[src/rtl/iqtr_pkg.sv]
// Shared types and constants for the quarter-turn image rotator.
package iqtr_pkg;

   localparam int PIXEL_W   = 24;
   localparam int CHANNEL_W = 8;
   localparam int COORD_W   = 8;
   localparam int CSR_W     = 9;
   localparam int CSR_IDX_W = 3;
   localparam int SRC_W     = 10;

   localparam logic CMD_WRITE = 1'b0;
   localparam logic CMD_READ  = 1'b1;

   localparam logic [CSR_IDX_W-1:0] CSR_IMAGE_WIDTH  = 3'd0;
   localparam logic [CSR_IDX_W-1:0] CSR_IMAGE_HEIGHT = 3'd1;
   localparam logic [CSR_IDX_W-1:0] CSR_SEL_LEFT     = 3'd2;
   localparam logic [CSR_IDX_W-1:0] CSR_SEL_TOP      = 3'd3;
   localparam logic [CSR_IDX_W-1:0] CSR_SEL_RIGHT    = 3'd4;
   localparam logic [CSR_IDX_W-1:0] CSR_SEL_BOTTOM   = 3'd5;
   localparam logic [CSR_IDX_W-1:0] CSR_TURNS        = 3'd6;

   typedef enum logic [1:0] {
      STATUS_OK         = 2'd0,
      STATUS_NOT_SQUARE = 2'd1,
      STATUS_RANGE      = 2'd2
   } status_type;

   typedef enum logic [1:0] {
      ST_IDLE,
      ST_MAP,
      ST_FETCH,
      ST_FINISH
   } state_type;

   typedef struct packed {
      logic store;
      logic capture;
      logic map;
      logic fetch;
      logic finish;
   } ctl_cmd_type;

   typedef struct packed {
      logic out_free;
   } dp_status_type;

endpackage

[src/rtl/iqtr_ctrl.sv]
// Controller state machine for the quarter-turn image rotator.
module iqtr_ctrl (
   input  logic                  clock,
   input  logic                  reset,
   input  logic                  req_valid,
   input  logic                  req_command,
   output logic                  req_stall,
   input  iqtr_pkg::dp_status_type dp_status,
   output iqtr_pkg::ctl_cmd_type   ctl_cmd
);

   iqtr_pkg::state_type state_ff, state_in;

   always_ff @(posedge clock) begin
      if (reset) begin
         state_ff <= iqtr_pkg::ST_IDLE;
      end else begin
         state_ff <= state_in;
      end
   end

   always_comb begin
      state_in  = state_ff;
      req_stall = 1'b1;
      ctl_cmd   = '0;
      unique case (state_ff)
         iqtr_pkg::ST_IDLE: begin
            req_stall = 1'b0;
            if (req_valid) begin
               if (req_command == iqtr_pkg::CMD_READ) begin
                  ctl_cmd.capture = 1'b1;
                  state_in        = iqtr_pkg::ST_MAP;
               end else begin
                  ctl_cmd.store = 1'b1;
               end
            end
         end
         iqtr_pkg::ST_MAP: begin
            ctl_cmd.map = 1'b1;
            state_in    = iqtr_pkg::ST_FETCH;
         end
         iqtr_pkg::ST_FETCH: begin
            ctl_cmd.fetch = 1'b1;
            state_in      = iqtr_pkg::ST_FINISH;
         end
         iqtr_pkg::ST_FINISH: begin
            if (dp_status.out_free) begin
               ctl_cmd.finish = 1'b1;
               state_in       = iqtr_pkg::ST_IDLE;
            end
         end
         default: begin
            state_in = iqtr_pkg::ST_IDLE;
         end
      endcase
   end

endmodule

[config.mk]
export PLATFORM = sky130hd
export DESIGN_NAME = iqtr_ctrl
export DESIGN_NICKNAME = d
export VERILOG_FILES = /design/src/rtl/iqtr_pkg.sv /design/src/rtl/iqtr_ctrl.sv
export SDC_FILE = /design/constraint.sdc
export NUM_CORES = 1
export LEC_CHECK = 0
export BUFFER_PORTS_ARGS = -buffer_cell sky130_fd_sc_hd__buf_4
export CORE_AREA = 2 2 39 41
export DETAILED_ROUTE_END_ITERATION = 10
export DIE_AREA = 0 0 41 43
export HOLD_SLACK_MARGIN = 0.1
export MAX_ROUTING_LAYER = met4
export PLACE_DENSITY = 0.32
export SLEW_MARGIN = 20
export SYNTH_ARGS = -nofsm -noshare
export SYNTH_HDL_FRONTEND = slang
export SYNTH_SLANG_ARGS = --single-unit
[constraint.sdc]
create_clock -name clock -period 1.7 [get_ports clock]
set_input_delay 0.17 -clock clock [delete_from_list [all_inputs] [get_ports clock]]
set_output_delay 0.17 -clock clock [all_outputs]
set_load 0.005 [all_outputs]
==> metrics.yaml <==
relSlewSlack_pct: 85.43
wl_met2_um: 183
cts_root_buffer: "clkbuf_4"
route.met3.wl_um: 53
antenna_found_initial: 0
via_per_inst: 3.667
fin_crit_sh_pct: 80.88
maxCapViolCount: 0
gp_congestion: 0.5518
num_vias: 187
whs_ns: 0.2385
start_util_pct: 13.20
synthCells: 22
top_regs: "state_ff: 2 flops"
cp-startpoint: "state_ff[0]$_SDFFE_PP0P_"
fin_crit_ns: 1.375
irDropWorstVdd_mv: 0.6514
grt_first_pass_wirelength_um: 655
min-delay-start: "reset"
clkSinkCount: 2
drive_gt1_share_pct: 42.86
first_global_vias: 168
powerDensity_mw_per_mm2: 1495
ys_seq_area_share_pct: 21.92
timing.rr.start: "state_ff[0]$_SDFFE_PP0P_"
stdcell_area_um2: 300.3
clock_skew_ns: 0.001935
r2r_end: "state_ff[0]$_SDFFE_PP0P_"
top_layer: "met3"
crit_type: "reg2out"
largest_register_ffs: 2
worst_setup_path_start_kind: "register"
whs_endpoint: "state_ff[0]$_SDFFE_PP0P_"
cts_setup_buffers: 0
cts-resized-gates: 0
regMostFlops: "state_ff"
firstDrtPassIters: 1
cts_buffers: 3
worst_pin_slew_ns: 0.2185
crit_fanout: 5
grt_max_degree: 6
path_clk_slew_ns: 0.03
ios: 11
rows: 14
drcViolationCount: 0
fin_setup_tns_ns: 0
required_ns: 1.53
grt-ovfl-total: 0
place.port_buffers: 10
hp-class: "in2reg"
syn_avg_cell_area_um2: 8.303
status: "finished clean"
cts_tree: "done"
routed_wl_um: 407
drv_slew: 0
leakage_nw: 0.1703
finalHoldViolCount: 0
worst_r2r_path_depth: 4
dpl_cell_area_um2: 277.8
syn_area_um2: 182.7
drtIter0Drc: 0
dieArea_mm2: 0.001763
crit_path_end_kind: "primary output"
nNetsFinal: 46
place_inst: 48
fmax_mhz: 727.3
fp.coreArea_mm2: 0.001384
final_cells: 51
worst_ep_arrival_time_ns: 1.20
wire_per_inst_um: 7.980
min_path_cells: 3
dieWidth_um: 41
htree_levels: 1
dpl.hpwl_um: 340.7
nFillCells: 164
syn_to_final_growth_pct: 64.38
synth_nets: 31
die_y_um: 43
yosys_warnings: 0
insertion_delay_ns: 0.22
ys_types: 12
detail-route-antenna-nets: 0
cts_max_path_buffers: 2
r2r_slack_ns: 0.35
met1_length_um: 170
rsz0062_at_grt: "no"
diodes: 0
ctsHoldBuffers: 0
grt_use_total_pct: 5.864
ys_ff_latch: 2
finalSetupViolCount: 0
[synthesized netlist by cell type (all sizes together)]
master	n	area, µm²
or3	1	6.260
inv	4	15.01
nand2	4	15.01
nor2b	1	13.76
and2	1	7.510
and3	1	6.260
mux2i	1	10.01
a21oi	1	5.000
dfxtp	2	40.04
nor2	1	3.750
o211a	1	10.01
ha	4	50.05
[per-stage QoR]
| step | worst slack (ns) | util, % | total power [mW] |
|---|---|---|---|
| CTS | 0.3009 | 21.70 | 0.4623 |
| global route | 0.2523 | 21.70 | 0.5032 |
| global placement | 0.3879 | 20.07 | 0.3431 |
| detailed placement | 0.3513 | 20.07 | 0.3508 |
| floorplan | 0.4672 | - | 0.2330 |
| finish | 0.3251 | 21.70 | 0.4490 |
[critical path: stages (launching register included)]
cell and delay [ns]:
dfxtp_1 0.37, inv_1 0.08, ha_1 0.25, and3_1 0.16, buf_4 0.13
[kinds of logic after synthesis]
family,share of synthesized area (%)
AOI/OAI and AO/OA,8.217
adders and majority gates,27.40
buffers and inverters,8.217
DFF,21.92
muxes,5.480
and+or+nand+nor,28.77
[cells in the final DEF, fill, tap and decap left out]
cell	netlist	final
buf_4	0	10
inv_1	4	4
nand2_1	4	4
ha_1	4	4
clkbuf_4	0	3
dfxtp_1	2	2
and3_1	1	1
and2_2	1	1
nor2_1	1	1
nor2b_4	1	1
a21oi_1	1	1
mux2i_1	1	1
or3_1	1	1
o211a_1	1	1
[layout make-up]
class	count	area (µm²)	share of cell area, %
repair buffers	10	75.07	25.00
inverters	4	15.01	5.000
well taps	16	20.02	6.667
clock buffers	3	22.52	7.500
flip-flops and latches	2	40.04	13.33
multi-input cells	16	127.6	42.50
[metal layers]
metal | vias to the layer above | global-route usage, %
li1 | 95 | -
met1 | 83 | 6.752
met2 | 9 | 7.500
met3 | 0 | 1.571
met4 | 0 | 6.000
met5 | - | -
[worst max-delay path by stage]
stage / end / slack, ns / depth (start not counted)
after CTS: ctl_cmd[3] / 0.30 / 4
after detailed placement: state_ff[0]$_SDFFE_PP0P_ / 0.35 / 4
final: ctl_cmd[3] / 0.33 / 4
after global placement: state_ff[0]$_SDFFE_PP0P_ / 0.39 / 4
after global routing: ctl_cmd[3] / 0.25 / 4
after floorplan: state_ff[0]$_SDFFE_PP0P_ / 0.47 / 4
[power breakdown]
part,total (mW),internal (mW),switching (mW)
Clock,0.103,0.0777,0.0255
Combinational,0.252,0.140,0.112
Sequential,0.0940,0.0699,0.0241
Note: power is estimated with default switching activity, not from simulation.
